### src/design/hcs_pkg.sv
`timescale 1ns / 1ps
package hcs_pkg;
    localparam int COUNT_BITS_DEF = 22;
    localparam int THRESH_BITS    = 22;
    localparam logic [THRESH_BITS-1:0] THRESH_RESET = 22'd50;
    localparam int LEVELS    = 256;
    localparam int PIX_BITS  = 8;
    localparam logic [0:0] MODE_COUNT = 1'b0;
    localparam logic [0:0] MODE_MAP   = 1'b1;
    localparam logic [0:0] ADDR_THRESH = 1'b0;

    typedef enum logic [3:0] {
        ST_IDLE,
        ST_CLR,
        ST_CNT_RD,
        ST_CNT_WR,
        ST_SCAN_LO,
        ST_SCAN_HI,
        ST_DIV,
        ST_BUILD,
        ST_MAP_RD,
        ST_MAP_OUT
    } t_state;

    // divider request and status between sequencer and divider
    typedef struct packed {
        logic        start;
        logic [17:0] num;
        logic [9:0]  den;
    } t_div_req;

    typedef struct packed {
        logic       done;
        logic [7:0] quo;
    } t_div_rsp;
endpackage

### src/design/hcs_div.sv
`timescale 1ns / 1ps
module hcs_div (
    input  logic              i_clk,
    input  logic              i_rst_n,
    input  hcs_pkg::t_div_req i_req,
    output hcs_pkg::t_div_rsp o_rsp
);
    import hcs_pkg::*;

    // restoring divider, one quotient bit a cycle; quotient fits 8 bits
    logic [17:0] r_rem, n_rem;
    logic [9:0]  r_den;
    logic [7:0]  r_quo, n_quo;
    logic [3:0]  r_cnt;
    logic        r_busy, r_done;
    logic [18:0] w_trial;

    always_comb begin
        w_trial = {1'b0, r_rem} - ({9'd0, r_den} << r_cnt[2:0]);
        n_rem = r_rem;
        n_quo = r_quo;
        if (!w_trial[18]) begin
            n_rem = w_trial[17:0];
            n_quo[r_cnt[2:0]] = 1'b1;
        end
    end

    always_ff @(posedge i_clk) begin
        if (!i_rst_n) begin
            r_busy <= 1'b0;
            r_done <= 1'b0;
            r_cnt  <= 4'd0;
        end else begin
            r_done <= 1'b0;
            if (i_req.start) begin
                r_busy <= 1'b1;
                r_cnt  <= 4'd7;
                r_rem  <= i_req.num;
                r_den  <= i_req.den;
                r_quo  <= 8'd0;
            end else if (r_busy) begin
                r_rem <= n_rem;
                r_quo <= n_quo;
                if (r_cnt == 4'd0) begin
                    r_busy <= 1'b0;
                    r_done <= 1'b1;
                end else begin
                    r_cnt <= r_cnt - 4'd1;
                end
            end
        end
    end

    assign o_rsp.done = r_done;
    assign o_rsp.quo  = r_quo;

    a_done_after_busy: assert property (@(posedge i_clk) disable iff (!i_rst_n)
        r_done |-> $past(r_busy)) else $error("divider done without work");
    a_cnt_range: assert property (@(posedge i_clk) disable iff (!i_rst_n)
        r_busy |-> r_cnt <= 4'd7) else $error("divider count out of range");
    a_rem_bound: assert property (@(posedge i_clk) disable iff (!i_rst_n)
        r_done |-> {8'd0, r_den} > r_rem) else $error("divider remainder too big");
endmodule

### config.mk
export PLATFORM = sky130hd
export DESIGN_NAME = hcs_div
export DESIGN_NICKNAME = d
export VERILOG_FILES = /design/src/design/hcs_pkg.sv /design/src/design/hcs_div.sv
export SDC_FILE = /design/constraint.sdc
export NUM_CORES = 1
export LEC_CHECK = 0
export ABC_AREA = 1
export BUFFER_PORTS_ARGS = -buffer_cell sky130_fd_sc_hd__buf_2
export CAP_MARGIN = 20
export CORE_MARGIN = 3
export CORE_UTILIZATION = 45
export CTS_CLUSTER_SIZE = 40
export DETAILED_ROUTE_END_ITERATION = 16
export GPL_ROUTABILITY_DRIVEN = 0
export HOLD_SLACK_MARGIN = 0.02
export PLACE_DENSITY = 0.68
export SLEW_MARGIN = 0
export SYNTH_ARGS = -nofsm -noshare
export SYNTH_HDL_FRONTEND = slang
export SYNTH_SLANG_ARGS = --single-unit
### constraint.sdc
create_clock -name i_clk -period 2.9 [get_ports i_clk]
set_input_delay 0.29 -clock i_clk [delete_from_list [all_inputs] [get_ports i_clk]]
set_output_delay 0.29 -clock i_clk [all_outputs]
set_load 0.03 [all_outputs]
==> flow_summary_export.csv <==
group,metric,value,unit
timing,setup_viol,0,
synth,netlist_instances,420,
synth,yosys.area.top_type_share,35.15,%
routing,wirelength,6992,microns
worst_setup_path,critPathKind,"reg -> reg",
timing,slew_viol_final,0,
worst_setup_path,worstPathArrival,2.68,ns
clock_tree,cts_tree,"yes",
global_route,grt_pass1_wl,11940,microns
synth,yosys_warnings,0,
timing,fmax,0.3814,GHz
synth,netlist_top_cells_count,"nand2_1 (133), inv_1 (51), edfxtp_1 (36), o21ai_0 (33), nand3_1 (29)",
floorplanning,die_h,88.67,microns
timing,min_period,2.622,ns
outcome,status,"finished clean",
power,power.density,578.5,nW/um^2
routing,via_per_inst,5.069,
global_route,grt.overflow.total,0,
finish,final_nets,524,
synth,synth_most_common_cell,"nand2_1",
synth,synth-seq-cells,42,
timing,hold_viol_final,0,
placement,place_area,3436,sq um
clock_tree,cts-htree-levels,2,
global_route,grt_pass1_vias,2636,
power,p_leak,1.723,nW
synth,synthAdderAreaFrac,7.974,%
placement,portBuffers,39,
floorplanning,rows,29,
floorplanning,io_pins,40,
min_path,hp-class,"in -> reg",
clock_tree,clockRootBuffer,"clkbuf_8",
synth,syn-mean-instance-area,7.323,sq um
clock_tree,clock_latency,0.30,ns
global_route,antenna_found_initial,0,
global_route,grt_max_degree,34,
synth,synth.mux.area_fraction,0.3255,%
synth,synth_area,3075,sq um
clock_tree,cts_buffer_depth,2,
routing,vias,2798,
timing,setup_ws,0.2780,ns
synth,yosysTopAreaCell,"edfxtp_1",
synth,synth_cell_types,34,
synth,synth_nets,470,
synth,synth_area_leaders,"edfxtp_1 (35%), nand2_1 (16%), ha_1 (7.3%)",
global_route,grt_usage,19.37,%
finish,finish.utilization,54.96,%
clock_tree,cts_sinks,42,
timing,slew-limit-headroom,60.44,%
finish,diodes,0,
routing,ant_nets,0,
floorplanning,die_w,88.67,microns
clock_tree,clk_pin_slew,0.08,ns
routing,first_iter_violations,122,
synth,synth-xor-area-share,1.139,%
finish,design_area,3570,sq um
timing,skew,0.004597,ns
worst_setup_path,cp-end-kind,"flop",
power,peakVddDrop,0.2533,mV
worst_setup_path,crit_fanout,17,
floorplanning,initial_utilization,47.35,%
placement,place_ws,-0.01679,ns
floorplanning,dieArea,7862,sq um
flow_run,cap_violations,0,
routing,drcViolationCount,0,
worst_setup_path,required,2.96,ns
worst_setup_path,start_kind,"flop",
synth,synth-async-reset-ratio,0,%
synth,synth_ff_type,"edfxtp_1",
synth,synth_compound_area_share,12.21,%
finish,syn2layout_area_growth,16.07,%
routing,first_pass_iters,4,
timing,worst_pin_slew,0.5934,ns
finish,drive_gt1_share,20.00,%
synth,synth_top_family_by_area,"simple AND/OR/NAND/NOR gates",
timing,fin_crit_sh,90.41,%
synth,ys_seq_area_share,39.06,%
floorplanning,coreArea,6495,sq um
synth,yosys.area_share.simple,30.51,%
clock_tree,cts_inserted_buffers,5,
synth,synth_edf_count,36,
placement,hpwl,5505,microns
routing,post_drt_wl_per_cell,12.67,microns
==> worst paths after layout <==
kind                  from   endpoint  slack (ns)  cells past startpoint
setup / recovery  r_cnt[1]  r_rem[14]        0.28                     15
hold / removal    i_req[6]   r_den[6]        0.16                      1
setup reg to reg  r_cnt[1]  r_rem[14]        0.28                     15
hold reg to reg   r_cnt[3]   r_cnt[3]        0.46                      1
==> through the flow <==
stage	hold WS (ns)	cells	power, mW	TNS (ns)
2_1_floorplan	0.3889	420	1.428	0
3_3_place_gp	0.4434	540	1.672	0
3_5_place_dp	0.4477	540	1.677	-0.1502
4_1_cts	0.1522	548	2.062	0
5_1_grt	0.1485	552	2.248	-0.3209
6_report	0.1620	552	2.065	0
==> repair_timing <==
item | 4_1_cts | 5_1_grt
hold endpoints to repair | 0 | 0
cloned | 0 | 1
pin swaps | 0 | 1
endpoints found under the setup margin | 26 | 32
setup buffers | 0 | 3
hold buffers | 0 | 0
resized for setup | 1 | 12
==> cells by family after synthesis <==
logic type	after synthesis
and+or+nand+nor	219
buffers and inverters	67
DFF	42
adders and majority gates	19
AOI/OAI and AO/OA	68
muxes	1
xor gates and xnor gates	4
==> critical path, cell delays in order (launching register included) <==
cell and delay [ns]:
dfxtp_2 0.40, clkinvlp_4 0.18, buf_4 0.16, nand2_1 0.05, o21ai_0 0.09, o21ai_0 0.23, ha_1 0.33, a21oi_1 0.23
nand2_1 0.10, inv_1 0.08, nand2_1 0.05, nand2_1 0.05, nand3_1 0.08, nand2_1 0.07, nand2_1 0.11, buf_12 0.19
==> layout by cell type, fill, tap and decap left out, types with 5 or more instances in the layout <==
| cell type | instances |
|---|---|
| nand2_1 | 133 |
| buf_2 | 39 |
| nor3_1 | 6 |
| edfxtp_1 | 36 |
| ha_1 | 18 |
| nand3_1 | 29 |
| o21ai_1 | 8 |
| inv_1 | 50 |
| buf_4 | 17 |
| nor2_1 | 26 |
| o21ai_0 | 28 |
| a21oi_1 | 20 |
| nand2_2 | 13 |
| clkbuf_8 | 5 |
==> metal layers <==
layer	vias to the layer above	global-route usage (%)	share of wire (%)
met1	1236	25.39	47
li1	1493	-	-
met2	62	33.47	47
met3	7	3.073	4.6
met5	-	0	0
met4	0	4.533	1.2
==> area by class of cell <==
cell class / instances / area, sq um
tap: 77 / 96.34
sequential: 42 / 1206
clock buffer: 6 / 72.57
inverter: 55 / 210.2
timing repair inverter: 1 / 7.507
multi-input combinational: 311 / 1610
clock inverter: 2 / 12.51
timing repair buffer: 58 / 354.1
fill: 628 / 2925
==> state kept, by name, summed over array words and instances, names as in the netlist <==
signal / flops
r_rem: 18
r_done: 1
r_quo: 8
r_cnt: 4
r_den: 10
r_busy: 1
==> where the power goes <==
| group | switching, mW | total, mW | internal [mW] |
|---|---|---|---|
| combinational | 0.549 | 0.911 | 0.362 |
| sequential | 0.0366 | 0.775 | 0.738 |
| clock | 0.208 | 0.379 | 0.171 |
No activity file was read; power rests on OpenSTA's default activity.
